--- src/bpt_pkg.sv ---
// ----------------------------------------------------------------------------
// bpt_pkg
// Shared types and constants for the beacon period tracker.
// ----------------------------------------------------------------------------
package bpt_pkg;

  localparam int TIME_BITS  = 32;
  localparam int GUARD_BITS = 31;
  localparam int LIMIT_BITS = 16;
  localparam int SHIFT_BITS = 5;
  localparam int CFG_IDX_W  = 2;
  localparam int CFG_DATA_W = 32;
  localparam int MODE_BITS  = 2;
  localparam int OUT_DATA_W = 3 * TIME_BITS;

  typedef logic [TIME_BITS-1:0] time_t;

  // event kinds carried on in_tuser
  typedef enum logic [MODE_BITS-1:0] {
    MODE_BEACON  = 2'd0,
    MODE_MISS    = 2'd1,
    MODE_RESTART = 2'd2
  } mode_t;

  // configuration register indexes
  typedef enum logic [CFG_IDX_W-1:0] {
    CFG_PERIOD_SEED = 2'd0,
    CFG_GUARD_TIME  = 2'd1,
    CFG_WARMUP_LIM  = 2'd2,
    CFG_SMOOTH_SHFT = 2'd3
  } cfg_idx_t;

  // programmed configuration
  typedef struct packed {
    time_t                  period_seed;
    logic [GUARD_BITS-1:0]  guard_time;
    logic [LIMIT_BITS-1:0]  warmup_limit;
    logic [SHIFT_BITS-1:0]  smoothing_shift;
  } cfg_t;

  // tracker state, including values latched on restart
  typedef struct packed {
    time_t                  period_cur;
    time_t                  last_beacon;
    logic                   have_ref;
    logic [LIMIT_BITS-1:0]  warm_cnt;
    logic                   tracking;
    logic [GUARD_BITS-1:0]  lat_guard;
    logic [LIMIT_BITS-1:0]  lat_limit;
    logic [SHIFT_BITS-1:0]  lat_shift;
  } state_t;

endpackage

--- src/bpt_cfg.sv ---
// ----------------------------------------------------------------------------
// bpt_cfg
// Configuration register file, write-only, indexed writes.
// ----------------------------------------------------------------------------
module bpt_cfg (
  input  logic                          clk,
  input  logic                          rst_n,
  input  logic                          cfg_we,
  input  logic [bpt_pkg::CFG_IDX_W-1:0]  cfg_index,
  input  logic [bpt_pkg::CFG_DATA_W-1:0] cfg_wdata,
  output bpt_pkg::cfg_t                 cfg
);
  import bpt_pkg::*;

  cfg_t cfg_r;
  cfg_t cfg_nxt;

  always_comb begin
    cfg_nxt = cfg_r;
    if (cfg_we) begin
      unique case (cfg_idx_t'(cfg_index))
        CFG_PERIOD_SEED: cfg_nxt.period_seed     = cfg_wdata[TIME_BITS-1:0];
        CFG_GUARD_TIME:  cfg_nxt.guard_time      = cfg_wdata[GUARD_BITS-1:0];
        CFG_WARMUP_LIM:  cfg_nxt.warmup_limit    = cfg_wdata[LIMIT_BITS-1:0];
        CFG_SMOOTH_SHFT: cfg_nxt.smoothing_shift = cfg_wdata[SHIFT_BITS-1:0];
        default:         cfg_nxt = cfg_r;
      endcase
    end
  end

  always_ff @(posedge clk) begin
    if (!rst_n) begin
      cfg_r <= '0;
    end else begin
      cfg_r <= cfg_nxt;
    end
  end

  assign cfg = cfg_r;

endmodule

--- src/bpt_update.sv ---
// ----------------------------------------------------------------------------
// bpt_update
// Next-state logic: EMA period correction, warm-up count, miss and restart.
// ----------------------------------------------------------------------------
module bpt_update (
  input  bpt_pkg::state_t                st,
  input  bpt_pkg::cfg_t                  cfg,
  input  logic [bpt_pkg::MODE_BITS-1:0]  mode,
  input  bpt_pkg::time_t                 event_time,
  output bpt_pkg::state_t                st_nxt
);
  import bpt_pkg::*;

  time_t gap;
  time_t err;
  logic  err_neg;
  time_t err_mag;
  time_t corr;
  time_t est_upd;
  logic [LIMIT_BITS-1:0] cnt_inc;

  // wrap-safe gap and signed error against the estimate
  assign gap     = event_time - st.last_beacon;
  assign err     = gap - st.period_cur;
  assign err_neg = err[TIME_BITS-1];
  assign err_mag = err_neg ? (~err + time_t'(1)) : err;

  always_comb begin
    corr = err_mag >> st.lat_shift;
    // a nonzero error always moves the estimate by at least one
    if ((corr == '0) && (err != '0)) begin
      corr = time_t'(1);
    end
  end

  assign est_upd = err_neg ? (st.period_cur - corr) : (st.period_cur + corr);
  assign cnt_inc = (st.warm_cnt < st.lat_limit) ? (st.warm_cnt + 1'b1) : st.warm_cnt;

  always_comb begin
    st_nxt = st;
    unique case (mode_t'(mode))
      MODE_BEACON: begin
        if (st.have_ref) begin
          st_nxt.period_cur = est_upd;
        end
        st_nxt.last_beacon = event_time;
        st_nxt.have_ref    = 1'b1;
        st_nxt.warm_cnt    = cnt_inc;
        if (cnt_inc >= st.lat_limit) begin
          st_nxt.tracking = 1'b1;
        end
      end
      MODE_MISS: begin
        st_nxt.tracking = 1'b0;
        st_nxt.warm_cnt = '0;
        st_nxt.have_ref = 1'b0;
      end
      MODE_RESTART: begin
        st_nxt.period_cur  = cfg.period_seed;
        st_nxt.last_beacon = '0;
        st_nxt.have_ref    = 1'b0;
        st_nxt.warm_cnt    = '0;
        st_nxt.tracking    = 1'b0;
        st_nxt.lat_guard   = cfg.guard_time;
        st_nxt.lat_limit   = cfg.warmup_limit;
        st_nxt.lat_shift   = cfg.smoothing_shift;
      end
      default: st_nxt = st;  // unused code: state kept
    endcase
  end

endmodule

--- src/beacon_period_tracker.sv ---
// ----------------------------------------------------------------------------
// beacon_period_tracker
// Tracks a periodic beacon with an EMA period estimate and plans the receive
// window after every event.
// ----------------------------------------------------------------------------
// Pipeline: an event passes the input register, then the state update and the
//   result register, which take it only when the result slot is free.
// Throughput: one event per cycle while the result stream is not stalled; the
//   state feedback loop (subtract, shift, add) closes through the state register
//   alone, so events can arrive back to back.
// Reset: synchronous active-low rst_n clears config, tracker state and both
//   valid flags; the period estimate starts at zero; a restart loads the seed.
// ----------------------------------------------------------------------------
module beacon_period_tracker (
  input  logic                           clk,
  input  logic                           rst_n,
  // input stream
  input  logic                           in_tvalid,
  output logic                           in_tready,
  input  logic [bpt_pkg::TIME_BITS-1:0]  in_tdata,   // [31:0] event_time
  input  logic [bpt_pkg::MODE_BITS-1:0]  in_tuser,   // [1:0] mode
  // result stream
  output logic                           out_tvalid,
  input  logic                           out_tready,
  output logic [bpt_pkg::OUT_DATA_W-1:0] out_tdata,  // [31:0] arm_time,
                                                      // [63:32] window_length,
                                                      // [95:64] period_estimate
  output logic                           out_tuser,  // [0] narrow_window
  // configuration write port
  input  logic                           cfg_we,
  input  logic [bpt_pkg::CFG_IDX_W-1:0]  cfg_index,
  input  logic [bpt_pkg::CFG_DATA_W-1:0] cfg_wdata
);
  import bpt_pkg::*;

  cfg_t   cfg;
  state_t st_r;
  state_t st_nxt;

  // input register
  logic                 in_v_r;
  logic [MODE_BITS-1:0] in_mode_r;
  time_t                in_time_r;

  // result register
  logic                  out_v_r;
  logic                  out_narrow_r;
  logic [OUT_DATA_W-1:0] out_data_r;

  // result plan derived from the updated state
  logic  plan_narrow;
  time_t plan_arm;
  time_t plan_len;

  logic advance;  // result slot free this cycle
  logic proc;     // item in the input register moves to the result register

  assign advance   = !out_v_r || out_tready;
  assign proc      = in_v_r && advance;
  // input register can take a new item only when it is empty or the result slot is free
  assign in_tready = !in_v_r || advance;

  bpt_cfg u_cfg (
    .clk       (clk),
    .rst_n     (rst_n),
    .cfg_we    (cfg_we),
    .cfg_index (cfg_index),
    .cfg_wdata (cfg_wdata),
    .cfg       (cfg)
  );

  bpt_update u_update (
    .st         (st_r),
    .cfg        (cfg),
    .mode       (in_mode_r),
    .event_time (in_time_r),
    .st_nxt     (st_nxt)
  );

  // window plan: narrow only when tracking with a phase reference
  assign plan_narrow = st_nxt.tracking && st_nxt.have_ref;
  assign plan_arm    = plan_narrow ?
                       (st_nxt.last_beacon + st_nxt.period_cur -
                        time_t'(st_nxt.lat_guard)) : '0;
  assign plan_len    = plan_narrow ? {st_nxt.lat_guard, 1'b0} : '0;

  // input stage
  always_ff @(posedge clk) begin
    if (!rst_n) begin
      in_v_r <= 1'b0;
    end else if (in_tready) begin
      in_v_r <= in_tvalid;
    end
  end

  always_ff @(posedge clk) begin
    if (in_tready && in_tvalid) begin
      in_mode_r <= in_tuser;
      in_time_r <= in_tdata;
    end
  end

  // tracker state: one update per processed item
  always_ff @(posedge clk) begin
    if (!rst_n) begin
      st_r <= '0;
    end else if (proc) begin
      st_r <= st_nxt;
    end
  end

  // result stage
  always_ff @(posedge clk) begin
    if (!rst_n) begin
      out_v_r <= 1'b0;
    end else if (advance) begin
      out_v_r <= in_v_r;
    end
  end

  always_ff @(posedge clk) begin
    if (proc) begin
      out_narrow_r <= plan_narrow;
      out_data_r   <= {st_nxt.period_cur, plan_len, plan_arm};
    end
  end

  assign out_tvalid = out_v_r;
  assign out_tdata  = out_data_r;
  assign out_tuser  = out_narrow_r;

  // --------------------------------------------------------------------------
  // Assertions
  // --------------------------------------------------------------------------

  // state only moves when an item is processed
  a_state_hold: assert property (@(posedge clk) disable iff (!rst_n)
    !proc |=> $stable(st_r))
    else $error("tracker state changed without a processed item");

  // a miss clears tracking, reference and warm-up count
  a_miss_clears: assert property (@(posedge clk) disable iff (!rst_n)
    (proc && (in_mode_r == MODE_MISS)) |=>
      (!st_r.tracking && !st_r.have_ref && (st_r.warm_cnt == '0)))
    else $error("miss did not clear tracking state");

  // tracking is only reached once warm-up is complete
  a_track_warm: assert property (@(posedge clk) disable iff (!rst_n)
    st_r.tracking |-> (st_r.warm_cnt >= st_r.lat_limit))
    else $error("tracking without completed warm-up");

  // a wide-window result carries no arm time or window length
  a_wide_zero: assert property (@(posedge clk) disable iff (!rst_n)
    (out_tvalid && !out_tuser) |-> (out_tdata[2*TIME_BITS-1:0] == '0))
    else $error("window plan nonzero outside narrow mode");

  // an item held in the input register stays until it can move on
  a_in_hold: assert property (@(posedge clk) disable iff (!rst_n)
    (in_v_r && !advance) |=> (in_v_r && $stable(in_mode_r) && $stable(in_time_r)))
    else $error("input register lost a pending item");

endmodule

--- config.mk ---
export PLATFORM = sky130hd
export DESIGN_NAME = beacon_period_tracker
export DESIGN_NICKNAME = d
export VERILOG_FILES = /design/src/bpt_pkg.sv /design/src/bpt_cfg.sv /design/src/bpt_update.sv /design/src/beacon_period_tracker.sv
export SDC_FILE = /design/constraint.sdc
export NUM_CORES = 1
export LEC_CHECK = 0
export BUFFER_PORTS_ARGS = -buffer_cell sky130_fd_sc_hd__buf_4
export CAP_MARGIN = 10
export CELL_PAD_IN_SITES_DETAIL_PLACEMENT = 1
export CELL_PAD_IN_SITES_GLOBAL_PLACEMENT = 2
export CORE_MARGIN = 3
export CORE_UTILIZATION = 30
export DETAILED_ROUTE_END_ITERATION = 10
export HOLD_SLACK_MARGIN = 0.1
export PLACE_DENSITY = 0.65
export SYNTH_ARGS = -nofsm -noshare
export SYNTH_HDL_FRONTEND = slang
export SYNTH_SLANG_ARGS = --single-unit
--- constraint.sdc ---
create_clock -name clk -period 16.5 [get_ports clk]
set_input_delay 4.125 -clock clk [delete_from_list [all_inputs] [get_ports clk]]
set_output_delay 4.125 -clock clk [all_outputs]
set_load 0.005 [all_outputs]
==> impl_summary.log <==
INFO  metric route.vias.total = 24130
INFO  metric path_class = flip-flop to flip-flop
INFO  metric synth_sequential_area_ratio = 32.37%
INFO  metric grt_pass1_vias = roughly 25000
INFO  metric power.density_cell_area = 135.6 mW/mm^2
INFO  metric flop_and_latch_count_out_of_synthesis = 350
INFO  metric routedWlPerCell = 24.95 um
INFO  metric cts.path.max_buffers = 3
INFO  metric tritoncts.num_buffers = 43
INFO  metric critPathArrivalTime = approximately 16 ns
INFO  metric clock.fmax = 0.06542 GHz
INFO  metric grt_max_degree = 81
INFO  metric synth.cell_area = 0.02567 mm^2
INFO  metric maxCapViolCount = 0
INFO  metric io_buffer_count = 170
INFO  metric postRouteAntennaNets = 0
INFO  metric whs_path_depth = 2
INFO  metric postSynth.topFlopCell = dfxtp_1
INFO  metric reg2reg_depth = 53
INFO  metric status = finished, final reports clean
INFO  metric synth_edf_count = between 100 and 150
INFO  metric cpMostUsedCell = a21oi_1
INFO  metric wl_met3 = 4.632 mm
INFO  metric synthArstFlopShare = 0%
INFO  metric hold_class = flip-flop to flip-flop
INFO  metric cts_tree = built
INFO  metric critPathMaxFanout = 17
INFO  metric finalMaxSlewViolations = 0
INFO  metric synth.avg_cell_area = 8.217 um^2
INFO  metric totalPowerFinal = 4.037 mW
INFO  metric timing.slew.headroom = 23.39%
INFO  metric power_share_of_the_sequential_group = 23.8%
INFO  metric vdd_ir_drop_max = 0.00007857 V
INFO  metric num_rows = 106
INFO  metric timing_worst_slew_pin_value = 1.117 ns
INFO  metric p_comb_share = 49.9%
INFO  metric power.net_switching = 1.715 mW
INFO  metric top_level_ports = 172
INFO  metric synth_cells = 3124
INFO  metric route.detailed.vias_per_inst = between 5 and 6
INFO  metric timing.critical_path.to_type = flip-flop
INFO  metric data_required_time_of_the_critical_path = approximately 17 ns
INFO  metric grt-ovfl-total = 0
INFO  metric setup_tns = 0 ns
INFO  metric globalplace.congestion = 0.9231
INFO  metric mappedNetlistNets = about 3400
INFO  metric layout.filler_cells = about 10000
INFO  metric grt_use_total = 24.01%
INFO  metric clk_pin_slew_worst_paths = roughly 0.060 ns
INFO  metric yosysWarnings = 0
INFO  metric h-tree-depth = 2
INFO  metric final.setup_skew = 0.02664 ns
INFO  metric residual_drc = 0
INFO  metric rsz0062_at_grt = no
INFO  metric internal_power_contribution = roughly 2.3 mW
INFO  metric wl_met1 = 49.98 mm
INFO  metric met2_length = 51.87 mm
INFO  metric finalHoldViolations = 0
INFO  metric final.period_utilization = between 90 and 100%
INFO  metric antenna_found_initial = 3
INFO  metric numClockSinks = 350
INFO  metric largest_stage_delay_on_the_critical_path = 0.85 ns
INFO  metric leakage = 11.50 nW
INFO  metric ctsRootBufferMaster = clkbuf_16
INFO  metric die-height = 298.5 um
INFO  metric drt_first_iter_violations = 1524
INFO  metric period_minus_slack = 15.29 ns
INFO  metric synthToLayoutAreaGrowth = 15.95%
INFO  metric grt_pass1_wl = 162.7 mm
INFO  metric dieWidth = around 300 um
INFO  metric core = 0.08422 mm^2
INFO  metric placed_wire_length_estimate_after_detailed_placement = ~85 mm
INFO  metric clockPowerShare = 26.3%
INFO  metric initial_utilization = 30.48%
INFO  metric worstSetupStartpointType = flip-flop
INFO  metric drive_above_1_share = 12.98%
INFO  metric floorplan.die_area = 0.08911 mm^2
INFO  metric route.final.wire_length = 109.7 mm
INFO  metric swShare = between 40% and 50%
INFO  metric setup_violations = 0
INFO  metric final_net_count = roughly 3500
INFO  metric slowest_stage = o211ai_1
INFO  metric yosysUniqueCellTypes = between 100 and 150
INFO  metric first_pass_iters = 7
INFO  metric top_layer = met5
INFO  metric insertion_delay = 0.58 ns
-- power groups by stage --
stage / clock network [mW] / registers (mW) / logic, mW
final: 1.06 / 0.962 / 2.01
after global routing: 1.12 / 0.965 / 2.19
after CTS: 1.09 / 0.962 / 2.01
after detailed placement: 0 / 0.980 / 2.00
after global placement: 0 / 0.980 / 1.98
after floorplan: 0 / 0.972 / 1.36
-- final timing paths --
| check | startpoint | end | slack, ns |
|---|---|---|---|
| worst max-delay path | st_r[114] | out_tdata[31] | 1.21 |
| worst min register to register | st_r[40] | st_r[40] | 0.45 |
| worst min-delay path | st_r[40] | st_r[40] | 0.45 |
| worst max register to register | st_r[114] | out_tdata[31] | 1.21 |
-- state kept, by name (all words and copies together) (netlist names) --
| register | flops |
|---|---|
| out_tdata | 95 |
| in_mode_r | 2 |
| in_time_r | 32 |
| out_tvalid | 1 |
| out_tuser | 1 |
| u_cfg.cfg | 84 |
| in_v_r | 1 |
| st_r | 134 |
-- cells by family after synthesis --
kind of cell,synth area share (%)
AO/OA/AOI/OAI,22.20
XOR/XNOR,4.460
adder cells (fa/ha/maj),11.25
buffers and inverters,5.801
flip-flops,32.37
multiplexers,4.099
other,0.01461
AND/OR/NAND/NOR,19.81
-- cell usage after synthesis, types with 15 or more instances --
cell type	count	area share (%)
o22ai_1	33	0.80
nor3_1	76	1.5
ha_1	130	6.3
a211oi_1	51	1.5
nand4_1	18	0.44
mux2i_1	34	1.3
buf_1	23	0.34
o211ai_1	26	0.76
inv_1	221	3.2
xnor2_1	81	2.8
a21o_1	51	1.5
nand2_1	460	6.7
nand2b_1	23	0.56
or2_2	15	0.37
xor2_1	46	1.6
a21oi_1	312	6.1
and2_1	53	1.3
o21ai_0	103	2.0
nand3_1	56	1.1
o31ai_1	15	0.44
nor2_1	258	3.8
fa_1	63	4.9
clkbuf_1	134	2.0
and3_1	38	0.93
a22oi_1	55	1.6
nor2b_1	20	0.49
edfxtp_1	130	15
mux2_2	38	1.7
dfxtp_1	220	17
a31oi_1	31	0.76
nor4_1	17	0.41
-- critical path, delay by kind of cell (launching register included) --
| kind | cells | cell delay [ns] |
|---|---|---|
| compound gates | 36 | 10.42 |
| fa+ha+maj | 6 | 2.40 |
| buf+inv | 4 | 0.66 |
| simple gates | 4 | 0.60 |
| flops | 1 | 0.39 |
| xor+xnor | 2 | 0.26 |
| mux | 1 | 0.25 |
-- placed cells by master, fill, tap and decap left out, types with 13 or more instances in the layout --
cell / n
a211oi_1: 51
a21o_1: 51
a31oi_1: 31
a22oi_1: 55
ha_1: 130
xor2_1: 46
or2_2: 15
buf_4: 223
o21a_1: 13
mux2_2: 38
nand4_1: 18
clkbuf_16: 43
fa_1: 63
nand2b_1: 22
and3_1: 38
and2_1: 52
dfxtp_1: 219
o22ai_1: 33
xnor2_1: 81
mux2i_1: 34
nor2b_1: 20
inv_1: 220
nand2_1: 459
o31ai_1: 15
nor2_1: 255
o211ai_1: 26
a21oi_1: 311
nor3_1: 75
edfxtp_1: 130
o21ai_0: 103
o21ai_1: 14
nor4_1: 16
nand3_1: 56
-- per-layer routing --
metal  GRT usage [%]  vias to the layer above
li1                -                    11320
met1           31.79                    12190
met2           40.65                      491
met3           3.538                      130
met4           6.685                        4
met5               0                        -
-- final cells by class --
type | instances | area [um^2] | share of cell area (%)
clock buffers | 53 | 1174 | 3.943
well taps | 1134 | 1419 | 4.767
multi-input cells | 2382 | 15920 | 53.50
clock inverters | 27 | 405.4 | 1.362
diodes | 1 | 2.502 | 0.008408
inverters | 225 | 854.6 | 2.871
flip-flops and latches | 350 | 8309 | 27.92
repair buffers | 223 | 1674 | 5.625
-- metrics by stage --
step	util (%)	worst slack, ns	instance area, um^2	hold slack [ns]	instances
after floorplan	-	3.402	25670	0.4316	3124
after global placement	33.45	1.324	28170	0.4390	4314
after detailed placement	33.45	1.092	28170	0.4459	4314
after CTS	35.33	0.9585	29750	0.4544	4394
after global routing	35.34	0.01364	29760	0.4729	4394
final	35.34	1.213	29760	0.4540	4395
-- repair_timing --
item | 4_1_cts | 5_1_grt
setup endpoints to repair | 0 | 1
setup buffers | 0 | 0
hold buffers | 0 | 0
gates resized for setup | 0 | 2
(Power assumes the default switching activity.)
